===== config.mk =====
export PLATFORM = sky130hd
export DESIGN_NAME = huffman_code_builder_core
export DESIGN_NICKNAME = d
export VERILOG_FILES = /design/src/rtl/huff_pkg.sv /design/src/rtl/huff_ctrl.sv /design/src/rtl/huff_dp.sv /design/src/rtl/huffman_code_builder_core.sv
export SDC_FILE = /design/constraint.sdc
export NUM_CORES = 2
export LEC_CHECK = 0
export BUFFER_PORTS_ARGS = -buffer_cell sky130_fd_sc_hd__buf_2
export CAP_MARGIN = 15
export CELL_PAD_IN_SITES_DETAIL_PLACEMENT = 1
export CELL_PAD_IN_SITES_GLOBAL_PLACEMENT = 1
export CORE_MARGIN = 2
export CORE_UTILIZATION = 60
export DETAILED_ROUTE_END_ITERATION = 8
export PLACE_DENSITY_LB_ADDON = 0.25
export SLEW_MARGIN = 30
export SYNTH_ARGS = -nofsm -noshare
export SYNTH_HDL_FRONTEND = slang
export SYNTH_HIERARCHICAL = 1
export SYNTH_SLANG_ARGS = --single-unit

===== constraint.sdc =====
create_clock -name clk -period 16.11 [get_ports clk]
set_clock_uncertainty 0.2 [all_clocks]
set_input_delay 1.611 -clock clk [delete_from_list [all_inputs] [get_ports clk]]
set_output_delay 1.611 -clock clk [all_outputs]
set_load 0.005 [all_outputs]

===== src/rtl/huff_pkg.sv =====
// Shared types and constants for the Huffman code builder.
package huff_pkg;

	localparam int SYM_W    = 8;
	localparam int LEAF_W   = 16;
	localparam int WEIGHT_W = 21;
	localparam int CODE_W   = 31;
	localparam int LEN_W    = 5;

	typedef enum logic [3:0] {
		S_IDLE,
		S_SCAN,
		S_TAIL,
		S_MERGE_LO,
		S_MERGE_HI,
		S_WSTART,
		S_WCHK,
		S_WSTEP,
		S_EMIT
	} huff_state_t;

	typedef struct packed {
		logic load_leaf;
		logic clear_links;
		logic scan_init;
		logic scan_rd;
		logic merge_lo;
		logic merge_hi;
		logic walk_start;
		logic walk_rd;
		logic walk_step;
		logic emit;
		logic emit_last;
	} huff_cmd_t;

	typedef struct packed {
		logic at_root;
		logic out_free;
	} huff_status_t;

endpackage


===== src/rtl/huff_ctrl.sv =====
// Controller: load, merge scan sequencing and code walk sequencing.
module huff_ctrl #(
	parameter int MAX_LEAVES = 32,
	parameter int LW = 5,
	parameter int IW = 6
) (
	input  logic                 clk,
	input  logic                 arst_n,
	input  logic                 in_valid,
	output logic                 in_ready,
	input  logic                 leaf_last,
	input  huff_pkg::huff_status_t status,
	output huff_pkg::huff_cmd_t  cmd,
	output logic [LW-1:0]        leaf_idx,
	output logic [IW-1:0]        node_k,
	output logic [IW-1:0]        node_j,
	output logic [IW-1:0]        root
);
	import huff_pkg::*;

	huff_state_t state_q, state_nx;
	logic [LW-1:0] count_q, n_m1_q, i_q;
	logic [IW-1:0] k_q, j_q;
	logic          in_xfer, set_end;

	assign in_xfer  = in_valid && (state_q == S_IDLE);
	assign set_end  = leaf_last || (count_q == LW'(MAX_LEAVES - 1));
	assign root     = IW'({n_m1_q, 1'b0});
	assign node_k   = k_q;
	assign node_j   = j_q;
	assign leaf_idx = (state_q == S_IDLE) ? count_q : i_q;

	always_comb begin
		state_nx = state_q;
		unique case (state_q)
			S_IDLE: begin
				if (in_xfer && set_end)
					state_nx = (count_q == '0) ? S_WSTART : S_SCAN;
			end
			S_SCAN:     if (j_q == k_q - IW'(1)) state_nx = S_TAIL;
			S_TAIL:     state_nx = S_MERGE_LO;
			S_MERGE_LO: state_nx = S_MERGE_HI;
			S_MERGE_HI: state_nx = (k_q == root) ? S_WSTART : S_SCAN;
			S_WSTART:   state_nx = S_WCHK;
			S_WCHK:     state_nx = status.at_root ? S_EMIT : S_WSTEP;
			S_WSTEP:    state_nx = S_WCHK;
			S_EMIT: begin
				if (status.out_free)
					state_nx = (i_q == n_m1_q) ? S_IDLE : S_WSTART;
			end
			default:    state_nx = S_IDLE;
		endcase
	end

	always_comb begin
		cmd      = '0;
		in_ready = 1'b0;
		unique case (state_q)
			S_IDLE: begin
				in_ready        = 1'b1;
				cmd.load_leaf   = in_xfer;
				cmd.clear_links = in_xfer && set_end;
				cmd.scan_init   = in_xfer && set_end;
			end
			S_SCAN:     cmd.scan_rd = 1'b1;
			S_TAIL:     ;
			S_MERGE_LO: cmd.merge_lo = 1'b1;
			S_MERGE_HI: begin
				cmd.merge_hi  = 1'b1;
				cmd.scan_init = 1'b1;
			end
			S_WSTART:   cmd.walk_start = 1'b1;
			S_WCHK:     cmd.walk_rd = !status.at_root;
			S_WSTEP:    cmd.walk_step = 1'b1;
			S_EMIT: begin
				cmd.emit      = status.out_free;
				cmd.emit_last = (i_q == n_m1_q);
			end
			default:    ;
		endcase
	end

	always_ff @(posedge clk or negedge arst_n) begin
		if (!arst_n) begin
			state_q <= S_IDLE;
			count_q <= '0;
			n_m1_q  <= '0;
			i_q     <= '0;
			k_q     <= '0;
			j_q     <= '0;
		end else begin
			state_q <= state_nx;
			case (state_q)
				S_IDLE: begin
					if (in_xfer) begin
						if (set_end) begin
							n_m1_q  <= count_q;
							count_q <= '0;
							k_q     <= IW'(count_q) + IW'(1);
							j_q     <= '0;
							i_q     <= '0;
						end else begin
							count_q <= count_q + LW'(1);
						end
					end
				end
				S_SCAN: j_q <= j_q + IW'(1);
				S_MERGE_HI: begin
					k_q <= k_q + IW'(1);
					j_q <= '0;
				end
				S_EMIT: if (status.out_free) i_q <= i_q + LW'(1);
				default: ;
			endcase
		end
	end

endmodule


===== src/rtl/huff_dp.sv =====
// Datapath: node stores, two-smallest search, parent walk and result register.
module huff_dp #(
	parameter int MAX_LEAVES = 32,
	parameter int LW = 5,
	parameter int IW = 6
) (
	input  logic                           clk,
	input  logic                           arst_n,
	input  huff_pkg::huff_cmd_t            cmd,
	output huff_pkg::huff_status_t         status,
	input  logic [LW-1:0]                  leaf_idx,
	input  logic [IW-1:0]                  node_k,
	input  logic [IW-1:0]                  node_j,
	input  logic [IW-1:0]                  root,
	input  logic [huff_pkg::LEAF_W-1:0]    leaf_weight,
	input  logic [huff_pkg::SYM_W-1:0]     leaf_symbol,
	output logic                           out_valid,
	input  logic                           out_ready,
	output logic [huff_pkg::SYM_W-1:0]     out_symbol,
	output logic [huff_pkg::CODE_W-1:0]    code_bits,
	output logic [huff_pkg::LEN_W-1:0]     code_length,
	output logic                           out_last
);
	import huff_pkg::*;

	localparam int NODE_SLOTS = 2 * MAX_LEAVES - 1;

	logic [WEIGHT_W-1:0] weight_mem [NODE_SLOTS];
	logic [IW:0]         parent_mem [NODE_SLOTS]; // {is_right, parent}
	logic [SYM_W-1:0]    sym_mem    [MAX_LEAVES];
	logic [NODE_SLOTS-1:0] linked_q;

	logic [WEIGHT_W-1:0] w_rd_s1;
	logic [IW-1:0]       j_s1;
	logic                scan_v_s1;
	logic [IW:0]         par_rd_q;
	logic [SYM_W-1:0]    sym_rd_q;

	logic                lo_v_q, hi_v_q;
	logic [WEIGHT_W-1:0] lo_w_q, hi_w_q;
	logic [IW-1:0]       lo_idx_q, hi_idx_q;

	logic [IW-1:0]       c_q;
	logic [LEN_W-1:0]    depth_q;
	logic [CODE_W-1:0]   code_q;
	logic                out_valid_q;

	logic [WEIGHT_W:0]   sum_full;
	logic [WEIGHT_W-1:0] sum_sat;
	logic                wr_en;
	logic [IW-1:0]       wr_addr;
	logic [WEIGHT_W-1:0] wr_data;
	logic                cand;
	logic [LEN_W-1:0]    shamt;

	assign sum_full = {1'b0, lo_w_q} + {1'b0, hi_w_q};
	assign sum_sat  = sum_full[WEIGHT_W] ? '1 : sum_full[WEIGHT_W-1:0];

	assign wr_en   = cmd.load_leaf || cmd.merge_lo;
	assign wr_addr = cmd.load_leaf ? IW'(leaf_idx) : node_k;
	assign wr_data = cmd.load_leaf ? WEIGHT_W'(leaf_weight) : sum_sat;

	always_ff @(posedge clk) begin
		if (wr_en)
			weight_mem[wr_addr] <= wr_data;
		if (cmd.scan_rd)
			w_rd_s1 <= weight_mem[node_j];
	end

	always_ff @(posedge clk) begin
		if (cmd.merge_lo)
			parent_mem[lo_idx_q] <= {1'b0, node_k};
		else if (cmd.merge_hi)
			parent_mem[hi_idx_q] <= {1'b1, node_k};
		if (cmd.walk_rd)
			par_rd_q <= parent_mem[c_q];
	end

	always_ff @(posedge clk) begin
		if (cmd.load_leaf)
			sym_mem[leaf_idx] <= leaf_symbol;
		if (cmd.walk_start)
			sym_rd_q <= sym_mem[leaf_idx];
	end

	// scan compare; slots arrive in rising order, so equal weight keeps the older pick
	assign cand = scan_v_s1 && !linked_q[j_s1];

	always_ff @(posedge clk or negedge arst_n) begin
		if (!arst_n) begin
			linked_q  <= '0;
			scan_v_s1 <= 1'b0;
			lo_v_q    <= 1'b0;
			hi_v_q    <= 1'b0;
		end else begin
			scan_v_s1 <= cmd.scan_rd;
			if (cmd.clear_links)
				linked_q <= '0;
			else if (cmd.merge_lo)
				linked_q[lo_idx_q] <= 1'b1;
			else if (cmd.merge_hi)
				linked_q[hi_idx_q] <= 1'b1;
			if (cmd.scan_init) begin
				lo_v_q <= 1'b0;
				hi_v_q <= 1'b0;
			end else if (cand) begin
				if (!lo_v_q || w_rd_s1 < lo_w_q) begin
					hi_v_q <= lo_v_q;
					lo_v_q <= 1'b1;
				end else if (!hi_v_q || w_rd_s1 < hi_w_q) begin
					hi_v_q <= 1'b1;
				end
			end
		end
	end

	always_ff @(posedge clk) begin
		if (cand) begin
			if (!lo_v_q || w_rd_s1 < lo_w_q) begin
				hi_w_q   <= lo_w_q;
				hi_idx_q <= lo_idx_q;
				lo_w_q   <= w_rd_s1;
				lo_idx_q <= j_s1;
			end else if (!hi_v_q || w_rd_s1 < hi_w_q) begin
				hi_w_q   <= w_rd_s1;
				hi_idx_q <= j_s1;
			end
		end
		if (cmd.scan_rd)
			j_s1 <= node_j;
	end

	// code bits enter at the top; past 31 levels only the root-most bits remain
	always_ff @(posedge clk) begin
		if (cmd.walk_start) begin
			c_q     <= IW'(leaf_idx);
			depth_q <= '0;
			code_q  <= '0;
		end else if (cmd.walk_step) begin
			c_q    <= par_rd_q[IW-1:0];
			code_q <= {par_rd_q[IW], code_q[CODE_W-1:1]};
			if (depth_q != LEN_W'(CODE_W))
				depth_q <= depth_q + LEN_W'(1);
		end
	end

	assign status.at_root  = (c_q == root);
	assign status.out_free = !out_valid_q || out_ready;
	assign shamt = LEN_W'(CODE_W) - depth_q;

	always_ff @(posedge clk or negedge arst_n) begin
		if (!arst_n)
			out_valid_q <= 1'b0;
		else if (cmd.emit)
			out_valid_q <= 1'b1;
		else if (out_ready)
			out_valid_q <= 1'b0;
	end

	always_ff @(posedge clk) begin
		if (cmd.emit) begin
			out_symbol  <= sym_rd_q;
			code_bits   <= code_q >> shamt;
			code_length <= depth_q;
			out_last    <= cmd.emit_last;
		end
	end

	assign out_valid = out_valid_q;

endmodule


===== src/rtl/huffman_code_builder_core.sv =====
// Top level of the Huffman code builder.
//  channel | direction | handshake            | payload
//  leaf    | in        | in_valid / in_ready   | leaf_weight, leaf_symbol, leaf_last
//  code    | out       | out_valid / out_ready | out_symbol, code_bits, code_length, out_last
// A leaf without the last flag is stored while idle. The set-ending leaf starts the build:
// merge k scans slots 0..k-1 through the weight memory at one slot per cycle, then passes
// S_TAIL, S_MERGE_LO (sum and low link) and S_MERGE_HI (high link); each code then walks
// from its leaf to the root, with a parent-memory read and a step per tree level.
// Reset empties the leaf set; node stores are not cleared. A stalled result holds the
// next code in the walk; new leaves are taken once the last code is in the result register.
module huffman_code_builder_core #(
	parameter int MAX_LEAVES = 32
) (
	input  logic                           clk,
	input  logic                           arst_n,
	input  logic                           in_valid,
	output logic                           in_ready,
	input  logic [huff_pkg::LEAF_W-1:0]    leaf_weight,
	input  logic [huff_pkg::SYM_W-1:0]     leaf_symbol,
	input  logic                           leaf_last,
	output logic                           out_valid,
	input  logic                           out_ready,
	output logic [huff_pkg::SYM_W-1:0]     out_symbol,
	output logic [huff_pkg::CODE_W-1:0]    code_bits,
	output logic [huff_pkg::LEN_W-1:0]     code_length,
	output logic                           out_last
);
	import huff_pkg::*;

	localparam int LW = $clog2(MAX_LEAVES);
	localparam int IW = $clog2(2 * MAX_LEAVES - 1);

	huff_cmd_t    cmd;
	huff_status_t status;
	logic [LW-1:0] leaf_idx;
	logic [IW-1:0] node_k, node_j, root;

	huff_ctrl #(.MAX_LEAVES(MAX_LEAVES), .LW(LW), .IW(IW)) u_ctrl (
		.clk      (clk),
		.arst_n   (arst_n),
		.in_valid (in_valid),
		.in_ready (in_ready),
		.leaf_last(leaf_last),
		.status   (status),
		.cmd      (cmd),
		.leaf_idx (leaf_idx),
		.node_k   (node_k),
		.node_j   (node_j),
		.root     (root)
	);

	huff_dp #(.MAX_LEAVES(MAX_LEAVES), .LW(LW), .IW(IW)) u_dp (
		.clk        (clk),
		.arst_n     (arst_n),
		.cmd        (cmd),
		.status     (status),
		.leaf_idx   (leaf_idx),
		.node_k     (node_k),
		.node_j     (node_j),
		.root       (root),
		.leaf_weight(leaf_weight),
		.leaf_symbol(leaf_symbol),
		.out_valid  (out_valid),
		.out_ready  (out_ready),
		.out_symbol (out_symbol),
		.code_bits  (code_bits),
		.code_length(code_length),
		.out_last   (out_last)
	);

endmodule


* Yosys cells after proc, flatten, opt, wreduce, memory -nomap -nowiden
Memory sizes are Yosys's and may differ from the RTL's. A register that Yosys moved wholly into a read port is not among the register bits.
Index checks and enable logic that the tools add are counted.
** Storage, ports and cells
- Flip-flop bits (word level) :: 245
- Memories kept :: 3
- Memory bits (writable) :: 2020
- Input port bits :: 29
** Cells by class
- Reductions and logical operators :: 40
- Add/sub/neg operators :: 9
- Shift operators :: 1
- Equality and inequality tests :: 19
- Mux-type cells :: 69
- Magnitude comparators :: 7
- Bitwise operators :: 2
** Memories
- u_dp.weight_mem :: depth 63, width 21, rd ports 1, clocked after memory_dff 1, write ports 1, line huff_dp.sv:28 : logic [WEIGHT_W-1:0] weight_mem [NODE_SLOTS];
- u_dp.parent_mem :: depth 63, width 7, rd ports 1, clocked after memory_dff 1, write ports 1, line huff_dp.sv:29 : logic [IW:0] parent_mem [NODE_SLOTS];
- u_dp.sym_mem :: depth 32, width 8, rd ports 1, clocked after memory_dff 1, write ports 1, line huff_dp.sv:30 : logic [SYM_W-1:0] sym_mem [MAX_LEAVES];
** Operator list (count)
- $mux 63 :: 3
- $or 63x63->63 :: 2
- $mux 21 :: 4
- $mux 6 :: 8
- $lt 21x21->1 :: 2
- $mux 5 :: 7
- $pmux 4 s8 :: 1
- $shr 31x5->31 :: 1
- $mux 1 :: 29
- $add 21x21->22 :: 1
- $lt 6x7->1 const B :: 3
- $eq 6x6->1 :: 3
- $pmux 6 s3 :: 1
- $eq 4x3->1 const B :: 4
- $mux 4 :: 4
- $add 5x1->5 const B :: 3
- $reduce_bool 2->1 :: 7
- $add 6x1->6 const B :: 2
- $demux 1 s6 :: 2
- $ge 6x1->1 const B :: 2
- $pmux 6 s2 :: 1
- $reduce_and 2->1 :: 6
- $reduce_and 3->1 :: 4
- $pmux 5 s2 :: 1
- other kinds (25) :: 46

* Logic depth before layout (Yosys ltp)
- Word-level depth :: 8
- Mapped depth :: 13

* Cells and area by module
Netlist, hierarchy kept.
** By module, submodules not included
- huff_dp :: cells an instance 4379, area each 90504.3 um2, instances 1, seq. area each 67459.7 um2
- huff_ctrl :: cells an instance 227, area each 2109.5 um2, instances 1, seq. area each 775.7 um2

* Least setup slack after synthesis
No wires, ideal clock.
- Path kind :: input-to-reg
- Start point :: in in_valid
- End point :: mem u_dp.weight_mem[0][18], data pin
- Stages on the path :: 5
- Data required time :: 15.053 ns
- Library setup time :: 0.857 ns
- Arrival time :: 5.496 ns
- Buffers on the path :: 1
- Setup slack :: 9.557 ns
- Path through :: nand2_1 -> inv_1 -> clkbuf_1 -> clkinv_1 -> nor4bb_1
** RTL lines
- start: declaration :: line huffman_code_builder_core.sv:16 : input logic in_valid,
- end: declaration :: line huff_dp.sv:28

* Worst setup path after layout
- Start point :: reg u_ctrl.state_q[3]
- End point :: mem u_dp.weight_mem[43][15], enable pin
** RTL lines
- start: declaration :: line huff_ctrl.sv:21 : huff_state_t state_q, state_nx;
- start signal: assignment :: line huff_ctrl.sv:92 : state_q <= state_nx;
- $logic_not 4->1 :: line huff_ctrl.sv:31 : assign leaf_idx = (state_q == S_IDLE) ? count_q : i_q;
- $mux 5 :: line huff_ctrl.sv:31
- named net leaf_idx[0] :: line huffman_code_builder_core.sv:35 : logic [LW-1:0] leaf_idx;
- $mux 6 :: line huff_dp.sv:60 : assign wr_addr = cmd.load_leaf ? IW'(leaf_idx) : node_k;
The timed path passes the listed nets, and every way through them passes these cells.

==> results.md <==
* Status: complete, no violations
* CTS tree: done
* Root Driver: clkbuf_16
* WL final at 254 mm
* TritonCTS sink count at 2301
* Synth top area cells: edfxtp_1 70%, mux4_2 16%, dfrtp_1 2.6%
* Peak supply drop at 0.345 mV
* # DRC at 0
* Worst Setup Path Type: reg2reg
* Cell Pwr Density at 215 nW/um2
* Mean area per synthesized cell at 20.1 um2
* Post-Synth Simple-Gate Area at 3.52%
* Final setup fails at 0
* Worst Path Required at 16400 ps
* DR WL/cell at 36.2 um
* Drt pass-1 iters at 7
* Worst Path Arrival at 6290 ps
* Drt initial violations at 5838
* Post-CTS sizing at 0
* Crit path largest cell delay at 880 ps
* CP Capture Type: flip-flop
* Met3 Use GR at 5.97%
* Lkg Pwr at 0.0331 uW
* IO Pins at 76
* CP most frequent cell: nand3_1
* Largest net degree at the start of global routing at 179
* GRT Residual Overflow at 0
* Buffers on Ports at 75
* Clk pin slew, worst setup/hold paths at 70 ps
* CP cell instances: or4_4 -> mux2_4 -> buf_6 -> nand3_1 -> o21ai_0 -> nand3_1 -> nor2_4
* Top cell type by total area after synthesis: edfxtp_1
* Mux contribution to synthesized area at 17.6%
* Initial Util at 60.3%
* RSZ-0062 raised after global routing: false
* Final period demand of the worst path at 6010 ps
* Setup TNS at 0 ps
* Syn nets at 4706
* Max Root-Sink Buffers at 3
* Hold Fails Final Rpt at 0
* CTS buffer count at 221
* Sequential-to-total area share from yosys stat at 73.7%
* Nets at 4868
* Cell Rows at 144
* Syn Inst Count at 4606
* Most heavily used metal layer in global routing: met2
* H-tree depth at 4
* Core Footprint at 154000 um2
* HPWL after detailed placement at 149 mm
* Synth Area in Adders at 0.967%
* Count of flip-flops with a built-in enable after synthesis at 2166
* Main combinational cell family by area after synthesis: multiplexers
* Final period utilization at 37.3%
* Gr usage total at 33.0%
* Final core occ at 67.3%
* Synth top area share at 70.2%
* Routed vias at 48400
* Die width at 397 um
* Post-CTS Setup Inserts at 0
* Die height at 397 um
* Hold WC Path Type: reg2reg
* Mapped cell area at 92600 um2
* First-pass GRT wire length at 369 mm
* Grt met2 use at 55.0%
* Critical-path top delay cell: nand3_1
* Layout area overhead at 11.7%
* Die area at 158000 um2
* Initial antenna violation count at 18
* CTS Hold Buffers Added at 0
* Flops & latches, synth at 2301
* Crit path max fanout at 49
* Clock insertion delay at the later pin of the skew report at 880 ps
* Synth Area in Compound Gates at 2.42%
* Synth warn at 6
* ANT nets after route at 0
* Drt via density at 6.90
* Type of origin of the critical path: flip-flop
* Ys async rst share at 4.26%
* Slew headroom at 31.7%
* Max_cap viols at 0
* Worst slew pin tran at 1010 ps
* Slew Limit Fails at 0
* Synth Flop Type: edfxtp_1
* FILL cells at 12200
* Met1 Use GR at 42.8%
* Yosys cell types at 79
* Xor/xnor share of the synthesized area at 0.469%
* Vias in the first global route at 50700
* Placer Congestion at 0.867
* Fmax at 166 MHz
* Share of layout cells above drive strength 1 at 27.5%
-- state kept, by name, summed over array words and instances (netlist names), 6 cells and up --
register         flops
u_dp/w_rd_s1        21
u_dp/code_q         31
u_dp/sym_rd_q        8
u_dp/hi_w_q         21
u_dp/sym_mem       256
u_dp/hi_idx_q        6
u_dp/lo_idx_q        6
u_dp/weight_mem   1323
u_dp/j_s1            6
u_dp/par_rd_q        7
u_dp/parent_mem    441
u_ctrl/node_j        6
u_dp/out_symbol      8
u_ctrl/node_k        6
u_dp/lo_w_q         21
u_dp/c_q             6
u_dp/linked_q       63
u_dp/code_bits      31
-- cell usage in the layout (no fill, tap or decap), types with 17 or more instances in the layout --
cell type,netlist,routed
nor2b_1,24,24
buf_4,5,91
xnor2_1,24,24
dfxtp_1,37,36
nor3_1,24,21
clkinv_1,1,44
mux2i_1,113,113
mux2_2,59,57
nand2b_1,17,17
xor2_1,23,23
a21oi_1,66,63
a221oi_1,29,29
nor2_2,0,48
a21o_1,24,24
nand3_1,52,52
inv_1,58,55
nand2_1,164,164
clkinv_2,0,40
a22oi_1,25,25
o21ai_0,90,90
dfrtp_1,98,87
edfxtp_1,2166,2166
bufinv_16,0,25
nor2_4,1,28
nor2_1,361,286
clkinvlp_4,0,20
mux4_2,643,643
buf_2,54,74
ha_1,70,70
clkbuf_1,133,44
clkbuf_16,0,224
nand4_1,23,23
-- logic make-up after synthesis --
family	count (synthesis)
xor+xnor	48
compound gates	338
mux	815
other cells	1
buf+inv	301
flops	2301
simple gates	731
fa+ha+maj	71
-- area by class of cell --
type / count / area [um2] / share of cell area, %
Antenna cell: 11 / 27.5 / 0.0266
Clock buffer: 274 / 5850 / 5.66
Clock inverter: 142 / 1460 / 1.41
Inverter: 65 / 255 / 0.247
Multi-Input combinational cell: 2004 / 23800 / 23.0
Sequential cell: 2301 / 68300 / 66.0
Tap cell: 2044 / 2560 / 2.47
Timing Repair Buffer: 175 / 1220 / 1.18
-- cell usage after synthesis (5+ instances only) --
cell type and n:
mux4_2 643, buf_4 5, o31ai_1 8, xnor2_1 24
o22ai_1 5, edfxtp_1 2166, nor4_1 6, nand2_1 164
or2_2 7, a2bb2oi_1 9, o21a_1 5, and2_1 12
xor2_1 23, nand2b_1 17, a211oi_1 12, a31oi_1 15
a21o_1 24, inv_1 58, nor2_1 361, and3_1 9
buf_6 6, nand4_1 23, o21ba_2 8, buf_2 54
a22oi_1 25, clkbuf_1 133, nor2b_1 24, o211ai_1 8
mux2_2 59, a21oi_1 66, dfrtp_1 98, nand3b_1 6
or3_1 5, dfxtp_1 37, nand3_1 52, o21ai_0 90
nor3_1 24, mux2i_1 113, buf_1 38, a221oi_1 29
ha_1 70
-- power breakdown --
group	total, uW	switching [uW]	internal (uW)
logic	7530	5280	2240
clock network	5280	2290	2980
registers	9440	466	8970
-- layer usage --
metal  vias up  wire length [um]  part of all wire, %
met5         -               113                0.045
met3       588             22000                  8.7
met1     25600             89200                   35
met4        18             13000                  5.1
met2      2934            129000                   51
li1      19300                 -                    -
-- worst paths after layout --
| check | startpoint | to | slack [ps] | cells past startpoint |
|---|---|---|---|---|
| setup reg to reg | u_ctrl/state_q[3] | u_dp/weight_mem[43][15] | 10100 | 7 |
| hold reg to reg | u_dp/sym_rd_q[6] | u_dp/out_symbol[6] | 210 | 0 |
| max in group asynchronous | arst_n | u_ctrl/node_j[0] | 13760 | 2 |
| hold / removal | u_dp/sym_rd_q[6] | u_dp/out_symbol[6] | 210 | 0 |
| min in group asynchronous | arst_n | u_dp/linked_q[48] | 540 | 1 |
| setup / recovery | u_ctrl/state_q[3] | u_dp/weight_mem[43][15] | 10100 | 7 |
-- per-stage QoR --
stage                     instance area (um2)  total power (uW)  hold WS [ps]  setup WS [ps]  cells
after floorplan                         92600             13500           200           9560   4606
after global placement                  95900             16400           203           9760   6588
after detailed placement                96000             16800           210          10200   6588
after CTS                              103000             22200           213          10120   7004
after global routing                   103000             22800           216           9840   7013
final                                  103000             22200           206          10100   7016
-- critical path: cells and delay by family, from the launching register on --
| family | cells | cell delay [ps] |
|---|---|---|
| flip-flops | 1 | 590 |
| buffers and inverters | 1 | 600 |
| AND/OR/NAND/NOR | 4 | 3000 |
| AO/OA/AOI/OAI | 1 | 610 |
| multiplexers | 1 | 520 |
Power figures use the tool's default switching activity.
